## src/hdl/deq_pkg.sv

```systemverilog
`timescale 1ns / 1ps
// ----------------------------------------------------------------------------
// deq_pkg
// Shared types, constants and helpers for the double-ended queue.
// ----------------------------------------------------------------------------
package deq_pkg;

  localparam int DEPTH = 1024;
  localparam int IDX_W = $clog2(DEPTH);
  localparam int CNT_W = IDX_W + 1;
  localparam int DAT_W = 32;

  typedef enum logic [2:0] {
    ACT_PUSH_FRONT = 3'd0,
    ACT_PUSH_BACK  = 3'd1,
    ACT_POP_FRONT  = 3'd2,
    ACT_POP_BACK   = 3'd3,
    ACT_CLEAR      = 3'd4,
    ACT_REVERSE    = 3'd5,
    ACT_SORT       = 3'd6,
    ACT_NOP        = 3'd7
  } act_t;

  typedef enum logic [1:0] {
    ST_OK        = 2'd0,
    ST_OVERFLOW  = 2'd1,
    ST_UNDERFLOW = 2'd2
  } status_t;

  typedef struct packed {
    logic [CNT_W-1:0]        count;
    logic signed [DAT_W-1:0] back_value;
    logic signed [DAT_W-1:0] front_value;
    logic signed [DAT_W-1:0] removed_value;
    status_t                 status;
  } res_t;

  localparam logic [DAT_W-1:0] EMPTY_MARK = '1;
  localparam logic [CNT_W-1:0] FULL_CNT   = CNT_W'(DEPTH);

  // physical slot of a logical position (wraps on the power-of-two depth)
  function automatic logic [IDX_W-1:0] slot_of(input logic [IDX_W-1:0] head,
                                               input logic [IDX_W-1:0] pos);
    return head + pos;
  endfunction

endpackage

```

## src/hdl/deq_ctrl.sv

```systemverilog
`timescale 1ns / 1ps
// ----------------------------------------------------------------------------
// deq_ctrl
// Sequencer: runs each action against the store, then reads front and back.
// ----------------------------------------------------------------------------
module deq_ctrl
  import deq_pkg::*;
(
  input  logic                    clk,
  input  logic                    rst_n,
  input  logic                    in_valid,
  output logic                    in_ready,
  input  act_t                    in_act,
  input  logic signed [DAT_W-1:0] in_value,
  output logic                    res_valid,
  input  logic                    res_ready,
  output res_t                    res,
  output logic                    wr_en,
  output logic [IDX_W-1:0]        wr_addr,
  output logic [DAT_W-1:0]        wr_data,
  output logic                    rd_en,
  output logic [IDX_W-1:0]        rd_addr,
  input  logic [DAT_W-1:0]        rd_data
);

  typedef enum logic [11:0] {
    S_IDLE     = 12'b000000000001,
    S_EXEC     = 12'b000000000010,
    S_POP_CAP  = 12'b000000000100,
    S_REV_RD_I = 12'b000000001000,
    S_REV_RD_J = 12'b000000010000,
    S_REV_WR_I = 12'b000000100000,
    S_REV_WR_J = 12'b000001000000,
    S_SRT_ST   = 12'b000010000000,
    S_SRT_PASS = 12'b000100000000,
    S_SRT_LAST = 12'b001000000000,
    S_FIN_F    = 12'b010000000000,
    S_FIN_B    = 12'b100000000000
  } state_t;

  state_t           state_r, state_nxt;
  logic             fin_o_r, fin_o_nxt;   // result stage (front/back ready)
  act_t             act_r, act_nxt;
  logic [DAT_W-1:0] val_r, val_nxt;
  logic [IDX_W-1:0] head_r, head_nxt;
  logic [CNT_W-1:0] count_r, count_nxt;
  status_t          status_r, status_nxt;
  logic [DAT_W-1:0] removed_r, removed_nxt;
  logic [DAT_W-1:0] front_r, front_nxt;
  logic [DAT_W-1:0] cur_r, cur_nxt;       // sort carry / reverse temp
  logic [IDX_W-1:0] k_r, k_nxt;           // sort index / reverse low index
  logic [IDX_W-1:0] j_r, j_nxt;           // reverse high index
  logic             swap_r, swap_nxt;
  logic [IDX_W-1:0] last_pos;
  logic             full, empty;

  assign last_pos = count_r[IDX_W-1:0] - 1'b1;
  assign full     = (count_r == FULL_CNT);
  assign empty    = (count_r == '0);
  assign in_ready = (state_r == S_IDLE) && !fin_o_r;

  always_comb begin
    state_nxt   = state_r;
    fin_o_nxt   = fin_o_r;
    act_nxt     = act_r;
    val_nxt     = val_r;
    head_nxt    = head_r;
    count_nxt   = count_r;
    status_nxt  = status_r;
    removed_nxt = removed_r;
    front_nxt   = front_r;
    cur_nxt     = cur_r;
    k_nxt       = k_r;
    j_nxt       = j_r;
    swap_nxt    = swap_r;
    wr_en       = 1'b0;
    wr_addr     = '0;
    wr_data     = '0;
    rd_en       = 1'b0;
    rd_addr     = '0;
    res_valid   = 1'b0;

    if (fin_o_r) begin
      res_valid = 1'b1;
      if (res_ready) begin
        fin_o_nxt = 1'b0;
      end
    end

    case (state_r)
      S_IDLE: begin
        if (in_valid && in_ready) begin
          act_nxt   = in_act;
          val_nxt   = in_value;
          state_nxt = S_EXEC;
        end
      end
      S_EXEC: begin
        status_nxt  = ST_OK;
        removed_nxt = '0;
        state_nxt   = S_FIN_F;
        case (act_r)
          ACT_PUSH_FRONT: begin
            if (full) begin
              status_nxt = ST_OVERFLOW;
            end else begin
              head_nxt  = head_r - 1'b1;
              wr_en     = 1'b1;
              wr_addr   = head_r - 1'b1;
              wr_data   = val_r;
              count_nxt = count_r + 1'b1;
            end
          end
          ACT_PUSH_BACK: begin
            if (full) begin
              status_nxt = ST_OVERFLOW;
            end else begin
              wr_en     = 1'b1;
              wr_addr   = slot_of(head_r, count_r[IDX_W-1:0]);
              wr_data   = val_r;
              count_nxt = count_r + 1'b1;
            end
          end
          ACT_POP_FRONT: begin
            if (empty) begin
              status_nxt = ST_UNDERFLOW;
            end else begin
              rd_en     = 1'b1;
              rd_addr   = head_r;
              head_nxt  = head_r + 1'b1;
              count_nxt = count_r - 1'b1;
              state_nxt = S_POP_CAP;
            end
          end
          ACT_POP_BACK: begin
            if (empty) begin
              status_nxt = ST_UNDERFLOW;
            end else begin
              rd_en     = 1'b1;
              rd_addr   = slot_of(head_r, last_pos);
              count_nxt = count_r - 1'b1;
              state_nxt = S_POP_CAP;
            end
          end
          ACT_CLEAR: begin
            count_nxt = '0;
            head_nxt  = '0;
          end
          ACT_REVERSE: begin
            if (count_r > CNT_W'(1)) begin
              k_nxt     = '0;
              j_nxt     = last_pos;
              state_nxt = S_REV_RD_I;
            end
          end
          ACT_SORT: begin
            if (count_r > CNT_W'(1)) begin
              state_nxt = S_SRT_ST;
            end
          end
          default: begin
          end
        endcase
      end
      S_POP_CAP: begin
        removed_nxt = rd_data;
        state_nxt   = S_FIN_F;
      end
      S_REV_RD_I: begin
        rd_en     = 1'b1;
        rd_addr   = slot_of(head_r, k_r);
        state_nxt = S_REV_RD_J;
      end
      S_REV_RD_J: begin
        rd_en     = 1'b1;
        rd_addr   = slot_of(head_r, j_r);
        cur_nxt   = rd_data;
        state_nxt = S_REV_WR_I;
      end
      S_REV_WR_I: begin
        wr_en     = 1'b1;
        wr_addr   = slot_of(head_r, k_r);
        wr_data   = rd_data;
        state_nxt = S_REV_WR_J;
      end
      S_REV_WR_J: begin
        wr_en   = 1'b1;
        wr_addr = slot_of(head_r, j_r);
        wr_data = cur_r;
        k_nxt   = k_r + 1'b1;
        j_nxt   = j_r - 1'b1;
        // continue while the next pair is still apart
        if ({1'b0, k_r} + CNT_W'(2) < {1'b0, j_r}) begin
          state_nxt = S_REV_RD_I;
        end else begin
          state_nxt = S_FIN_F;
        end
      end
      S_SRT_ST: begin
        // bubble pass: fetch position 0, carry the running maximum
        rd_en     = 1'b1;
        rd_addr   = head_r;
        k_nxt     = '0;
        swap_nxt  = 1'b0;
        state_nxt = S_SRT_PASS;
      end
      S_SRT_PASS: begin
        if (k_r == '0) begin
          cur_nxt = rd_data;
        end else if ($signed(cur_r) > $signed(rd_data)) begin
          wr_en    = 1'b1;
          wr_addr  = slot_of(head_r, k_r - 1'b1);
          wr_data  = rd_data;
          swap_nxt = 1'b1;
        end else begin
          wr_en   = 1'b1;
          wr_addr = slot_of(head_r, k_r - 1'b1);
          wr_data = cur_r;
          cur_nxt = rd_data;
        end
        if (k_r == last_pos) begin
          state_nxt = S_SRT_LAST;
        end else begin
          rd_en   = 1'b1;
          rd_addr = slot_of(head_r, k_r + 1'b1);
          k_nxt   = k_r + 1'b1;
        end
      end
      S_SRT_LAST: begin
        wr_en   = 1'b1;
        wr_addr = slot_of(head_r, last_pos);
        wr_data = cur_r;
        state_nxt = swap_r ? S_SRT_ST : S_FIN_F;
      end
      S_FIN_F: begin
        rd_en     = 1'b1;
        rd_addr   = head_r;
        state_nxt = S_FIN_B;
      end
      S_FIN_B: begin
        // wait until the previous result has left the result stage
        if (!fin_o_r) begin
          rd_en     = 1'b1;
          rd_addr   = slot_of(head_r, last_pos);
          front_nxt = rd_data;
          fin_o_nxt = 1'b1;
          state_nxt = S_IDLE;
        end
      end
      default: begin
        state_nxt = S_IDLE;
      end
    endcase
  end

  always_comb begin
    res.status        = status_r;
    res.removed_value = removed_r;
    res.count         = count_r;
    res.front_value   = empty ? EMPTY_MARK : front_r;
    res.back_value    = empty ? EMPTY_MARK : rd_data;
  end

  always_ff @(posedge clk) begin
    if (!rst_n) begin
      state_r <= S_IDLE;
      fin_o_r <= 1'b0;
      head_r  <= '0;
      count_r <= '0;
    end else begin
      state_r <= state_nxt;
      fin_o_r <= fin_o_nxt;
      head_r  <= head_nxt;
      count_r <= count_nxt;
    end
  end

  always_ff @(posedge clk) begin
    act_r     <= act_nxt;
    val_r     <= val_nxt;
    status_r  <= status_nxt;
    removed_r <= removed_nxt;
    front_r   <= front_nxt;
    cur_r     <= cur_nxt;
    k_r       <= k_nxt;
    j_r       <= j_nxt;
    swap_r    <= swap_nxt;
  end

`ifndef SYNTHESIS
  a_count_range: assert property (@(posedge clk) disable iff (!rst_n)
    count_r <= FULL_CNT)
    else $error("fill count beyond depth");

  a_accept_exec: assert property (@(posedge clk) disable iff (!rst_n)
    (in_valid && in_ready) |=> (state_r == S_EXEC))
    else $error("accepted item not executed");

  a_clear: assert property (@(posedge clk) disable iff (!rst_n)
    (state_r == S_EXEC && act_r == ACT_CLEAR) |=> (count_r == '0 && head_r == '0))
    else $error("clear left entries");

  a_sort_idx: assert property (@(posedge clk) disable iff (!rst_n)
    (state_r == S_SRT_PASS) |-> ({1'b0, k_r} < count_r))
    else $error("sort index past tail");

  a_stall_hold: assert property (@(posedge clk) disable iff (!rst_n)
    (res_valid && !res_ready) |=> ($stable(rd_data) && fin_o_r))
    else $error("result lost while stalled");
`endif

endmodule

```

## config.mk

```make
export PLATFORM = sky130hd
export DESIGN_NAME = deq_ctrl
export DESIGN_NICKNAME = d
export VERILOG_FILES = /design/src/hdl/deq_pkg.sv /design/src/hdl/deq_ctrl.sv
export SDC_FILE = /design/constraint.sdc
export NUM_CORES = 1
export LEC_CHECK = 0
export CAP_MARGIN = 25
export CELL_PAD_IN_SITES_DETAIL_PLACEMENT = 0
export CELL_PAD_IN_SITES_GLOBAL_PLACEMENT = 1
export CORE_ASPECT_RATIO = 1.4
export CORE_MARGIN = 5
export CORE_UTILIZATION = 45
export CTS_CLUSTER_SIZE = 20
export DETAILED_ROUTE_END_ITERATION = 10
export DONT_BUFFER_PORTS = 1
export GPL_ROUTABILITY_DRIVEN = 0
export GPL_TIMING_DRIVEN = 0
export PLACE_DENSITY = 0.77
export SYNTH_ARGS = -nofsm -noshare
export SYNTH_HDL_FRONTEND = slang
export SYNTH_SLANG_ARGS = --single-unit
export TNS_END_PERCENT = 1
```

## constraint.sdc

```tcl
create_clock -name clk -period 5.45 [get_ports clk]
set_input_delay 0 -clock clk [delete_from_list [all_inputs] [get_ports clk]]
set_output_delay 0 -clock clk [all_outputs]
set_load 0.01 [all_outputs]
```

# ---- Word-level counts from Yosys, hierarchy flattened
# Cells that the tools add are included.
dict set report op_classes {
  n_addsub 15
  n_reduce_logical 28
  mul 0
  magnitude_cmp 3
  n_bitwise 1
  shift 0
  muxes 65
  n_div 0
  eq_ne 33
}
# op n
set op_table {}
lappend op_table {{$mux W32} 8}
lappend op_table {{$pmux W12 S12} 1}
lappend op_table {{$mux W10} 14}
lappend op_table {{$pmux W32 S2} 2}
lappend op_table {{$pmux W32 S4} 1}
lappend op_table {{$mux W11} 7}
lappend op_table {{$pmux W11 S3} 2}
lappend op_table {{$add A10 B10 Y10} 6}
lappend op_table {{$pmux W10 S2} 3}
lappend op_table {{$pmux W10 S6} 1}
lappend op_table {{$pmux W10 S5} 1}
lappend op_table {{$pmux W10 S4} 1}
lappend op_table {{$sub A10 B1 Y10 const B} 4}
lappend op_table {{$mux W12} 3}
lappend op_table {{$gt A32 B32 Y1} 1}
lappend op_table {{$pmux W10 S3} 1}
lappend op_table {{$add A10 B1 Y10 const B} 2}
lappend op_table {{$ne A2 B2 Y1 const B} 10}
lappend op_table {{$mux W1} 15}
lappend op_table {{$eq A12 B1 Y1 const B} 1}
lappend op_table {{$eq A12 B10 Y1 const B} 1}
lappend op_table {{$eq A12 B11 Y1 const B} 1}
lappend op_table {{$eq A12 B12 Y1 const B} 1}
lappend op_table {{$eq A12 B2 Y1 const B} 1}
lappend op_table {{39 further kinds} 57}
dict set report word_totals {
  n_memories 0
  latch_bits 0
  mem_bits_rw 0
  wordCells 158
  out_inout_bits 165
  reg_bits 188
  mem_bits_ro 0
}

# ---- Longest topological paths before layout
dict set report depth {
  ltp_word 5
  mapped_depth 14
}

# ---- Worst setup path after synthesis
# OpenSTA, ideal clock, no wires.
dict set report synth_timing {
  path_kind {reg2out}
  startpoint {reg state_r[5]}
  endpoint {out rd_addr[7]}
  arrival_time_ps 5232
  stages_incl_launch_ff 7
  setup_slack_ps 218
  path_buffers 0
  cell_sequence {dfxtp_1 -> nor3_1 -> nand3_1 -> nor4_1 -> a21oi_1 -> o221ai_1 -> a221o_1}
}
dict set report synth_via {
  elab_chain_len 3
  elab_cells_between_ends 9
  classes_between {eq/ne: 7; mux: 1; reduce/logical: 1}
}
# item line_no
set synth_lines {}
lappend synth_lines {{from (decl)} deq_ctrl.sv:41} ;# state_t state_r, state_nxt;
lappend synth_lines {{from (signal assigned)} deq_ctrl.sv:271} ;# state_r <= state_nxt;
lappend synth_lines {{$eq A12 B11 Y1 / $eq A12 B8 Y1 (equally long branches)} deq_ctrl.sv:90} ;# case (state_r)
lappend synth_lines {{$reduce_or A2 Y1 (no source line)} n/a}
lappend synth_lines {{$pmux W10 S6 (*)} deq_ctrl.sv:90}
lappend synth_lines {{to (decl)} deq_ctrl.sv:22} ;# output logic [IDX_W-1:0] rd_addr,
# Mark *: on every way between the ends. The rest lies on a longest branch, timed or not.

# ---- Final worst setup path
dict set report layout_timing {
  startpoint {reg count_r[0]}
  endpoint {out wr_addr[7]}
}
dict set report layout_via {
  elab_chain_len 4
  elab_cells_between_ends 8
  classes_between {add/sub: 3; eq/ne: 1; mux: 4}
}
# item line_no
set layout_lines {}
lappend layout_lines {{from (decl)} deq_ctrl.sv:46} ;# logic [CNT_W-1:0] count_r, count_nxt;
lappend layout_lines {{from (signal assigned)} deq_ctrl.sv:274} ;# count_r <= count_nxt;
lappend layout_lines {{parallel branches: the longest is 3 deep, another holds $sub A10 B1 Y10} n/a}
lappend layout_lines {{$pmux W10 S5 (*)} deq_ctrl.sv:90}
lappend layout_lines {{to (decl)} deq_ctrl.sv:19} ;# output logic [IDX_W-1:0] wr_addr,
# Mark *: on every way between the ends.

==> results.sh <==
export IMPL_num_vias=11300
export IMPL_rsz0062_at_grt="no"
export IMPL_setup_tns_ps=0
export IMPL_grt_max_degree=30
export IMPL_maxSlewHeadroom=0.321
export IMPL_drtPass1Iterations=6
export IMPL_maxCapViolCount=0
export IMPL_synthSimpleGateAreaFrac=0.167
export IMPL_dpl_instance_area_mm2=0.0138
export IMPL_cts_max_level=4
export IMPL_synthCells=1389
export IMPL_grt_usage=0.281
export IMPL_initial_core_util=0.454
export IMPL_synth_fa_ha_area_frac=0.119
export IMPL_slew_violations=0
export IMPL_setup_violations=0
export IMPL_slowest_delay_ps=490
export IMPL_antenna_left=0
export IMPL_synth_seq_cells=188
export IMPL_p_total_mw=3.28
export IMPL_core_area_mm2=0.0290
export IMPL_clkTransAtPathRegs_ps=90
export IMPL_power_density_mw_per_mm2=218
export IMPL_fin_nets=1682
export IMPL_grt_overflow_total=0
export IMPL_power_static_leakage_nw=5.90
export IMPL_clock_fmax_mhz=215
export IMPL_routed_wl_um=46900
export IMPL_start_kind="flip-flop"
export IMPL_yosysSeqAreaShare=0.404
export IMPL_outcome="completed"
export IMPL_vias_per_cell=5.98
export IMPL_startpoint="count_r[0]"
export IMPL_drive_gt1_frac=0.0958
export IMPL_io_pins=236
export IMPL_finalCriticalPeriod_ps=4650
export IMPL_hold_class="input port to flip-flop"
export IMPL_synth_mux_area_frac=0.00466
export IMPL_cts_sinks=188
export IMPL_slowest_stage="dfxtp_1"
export IMPL_fp_dieW_um=154
export IMPL_synth_xor_area_frac=0.0714
export IMPL_synth_edf_count=154
export IMPL_dp_worst_setup_slack_ps=1370
export IMPL_grt_pass1_wl_um=69000
export IMPL_tightestPinTransition_ps=1020
export IMPL_clockBufferDepth=2
export IMPL_cts_made_buffers=17
export IMPL_end_kind="output port"
export IMPL_antenna_cells=0
export IMPL_ys_async_sr_fraction=0
export IMPL_syn_num_nets=1581
export IMPL_ys_types=78
export IMPL_cp_arrival_ps=4650
export IMPL_finClkSkew_ps=19.6
export IMPL_placed_cells=1780
export IMPL_path_cells="clkbuf_1 > inv_1 > ha_1 > xor2_1 > ha_1 > o21ai_0 > o21bai_1 > a21oi_1 > o21a_1 > xor2_1 > o21ai_0 > a221oi_1 > o21ai_0"
export IMPL_hold_slack_ps=30.3
export IMPL_cts_tree="built"
export IMPL_netlist_area_mm2=0.0131
export IMPL_worstSetupPathType="flip-flop to output port"
export IMPL_io_buffers=0
export IMPL_fin_area_mm2=0.0151
export IMPL_hp_start="rst_n"
export IMPL_worst_slack_ps=800
export IMPL_floorplan_rows=74
export IMPL_finalHoldViolCount=0
export IMPL_dpl_hpwl_um=36400
export IMPL_synth_top_family_by_area="compound AO/OA/AOI/OAI gates"
export IMPL_wl_per_cell_um=24.9
export IMPL_final_core_util=0.521
export IMPL_cp_max_fo=8
export IMPL_clk_latency_ps=470
export IMPL_die_h_um=212
export IMPL_drt_iter0_drc=885
export IMPL_grt_pass1_vias=11300
export IMPL_synth_ff_type="edfxtp_1"
export IMPL_area_delta_synth_final_pct=14.8
export IMPL_ys_warn_count=0
export IMPL_antenna_found_initial=0
export IMPL_worstReg2RegStart="count_r[0]"
export IMPL_crit_top_cell="o21ai_0"
export IMPL_synth_compound_area_frac=0.177
export IMPL_cts_root_buf="clkbuf_16"
export IMPL_worstPathRequired_ps=5450
export IMPL_remaining_drc_errors=0
export IMPL_syn_avg_cell_area_um2=9.46
export IMPL_ir_drop_mv=0.223
export IMPL_postCtsSetupBuffers=0
export IMPL_instances_no_fill=1883
export IMPL_period_share=0.853
export IMPL_fp_dieArea_mm2=0.0328
-- logic make-up (layout without fill, tap and decap cells) --
kind of cell / Yosys count / after routing
compound gates: 356 / 356
xor+xnor: 104 / 104
flops: 188 / 188
buf+inv: 197 / 311
fa+ha+maj: 121 / 121
mux: 6 / 6
simple gates: 417 / 417
-- final timing paths --
kind,endpoint,slack [ps],cells past startpoint
worst max-delay path,wr_addr[7],800,13
worst min-delay path,state_r[0],30,2
worst max register to register,k_r[1],1630,9
worst min register to register,state_r[7],580,2
-- critical path: cells and delay by family (launching register included) --
kind / cells / cell delay [ps]
compound gates: 7 / 1570
xor+xnor: 2 / 700
fa+ha+maj: 2 / 710
buf+inv: 2 / 710
flops: 1 / 490
-- routing by layer --
metal | up-vias | share of wire | global-route usage
met5 | - | 0 | 0
met1 | 5427 | 0.35 | 0.297
met2 | 497 | 0.53 | 0.532
met4 | 0 | 0.050 | 0.140
met3 | 114 | 0.063 | 0.0495
li1 | 5229 | - | -
-- state kept, by name (all words and copies together), names as in the netlist --
| signal | flops |
|---|---|
| cur_r | 32 |
| front_r | 32 |
| removed_r | 32 |
| val_r | 32 |
| state_r | 12 |
| count_r | 11 |
| head_r | 10 |
| j_r | 10 |
| k_r | 10 |
| act_r | 3 |
| status_r | 2 |
| fin_o_r | 1 |
| swap_r | 1 |
-- where the power goes --
| group | leakage (nW) | internal (mW) | switching [mW] |
|---|---|---|---|
| combinational | 3.93 | 0.139 | 0.229 |
| clock | 0.295 | 0.664 | 0.649 |
| sequential | 1.67 | 1.58 | 0.0207 |
| total | 5.90 | 2.39 | 0.899 |
-- cell type report --
| cell class | instances | area [um^2] |
|---|---|---|
| Clock buffer | 17 | 425 |
| Clock inverter | 15 | 179 |
| Multi-Input combinational cell | 1004 | 7110 |
| Fill cell | 2709 | 13900 |
| Tap cell | 380 | 475 |
| Sequential cell | 188 | 5310 |
| Buffer | 63 | 262 |
| Inverter | 134 | 503 |
| Timing Repair Buffer | 82 | 841 |
-- placed cells by master (no fill, tap or decap), drive strengths merged, types with 8 or more instances in the layout --
cell type and n:
edfxtp 154, inv 146, ha 115, nor2 96, o21ai 93, a21oi 84, xnor2 76, nand2 75
dlygate4sd3 71, or2 70, clkbuf 63, a22oi 46, nor3 38, nand3 34, dfxtp 34, buf 28
xor2 26, nor2b 15, nand4 14, a21o 14, o21bai 13, or3 12, nand2b 12, and3 11
a21boi 11, o211ai 9, nor4 9, a31oi 8, and2 8, a222oi 8, o221ai 8, o21a 8
-- cell usage after synthesis (12+ instances only) --
| cell type | n | area share |
|---|---|---|
| a21oi_1 | 84 | 0.032 |
| xnor2_1 | 76 | 0.051 |
| or3_1 | 12 | 0.0057 |
| nand4_1 | 14 | 0.0067 |
| edfxtp_1 | 154 | 0.35 |
| a22oi_1 | 46 | 0.026 |
| clkbuf_1 | 46 | 0.013 |
| dfxtp_1 | 34 | 0.052 |
| a21o_1 | 14 | 0.0080 |
| nand3_1 | 34 | 0.013 |
| o21ai_0 | 87 | 0.033 |
| or2_2 | 70 | 0.033 |
| inv_1 | 134 | 0.038 |
| o21bai_1 | 13 | 0.0074 |
| ha_1 | 115 | 0.11 |
| nand2_1 | 75 | 0.021 |
| nor3_1 | 37 | 0.014 |
| nor2b_1 | 15 | 0.0071 |
| nand2b_1 | 12 | 0.0057 |
| nor2_1 | 96 | 0.027 |
| xor2_1 | 26 | 0.017 |
-- what timing repair did --
action	in CTS	in global routing
endpoints found under the hold margin	143	0
resized for setup	0	0
hold buffers	71	0
(Power assumes the default switching activity.)
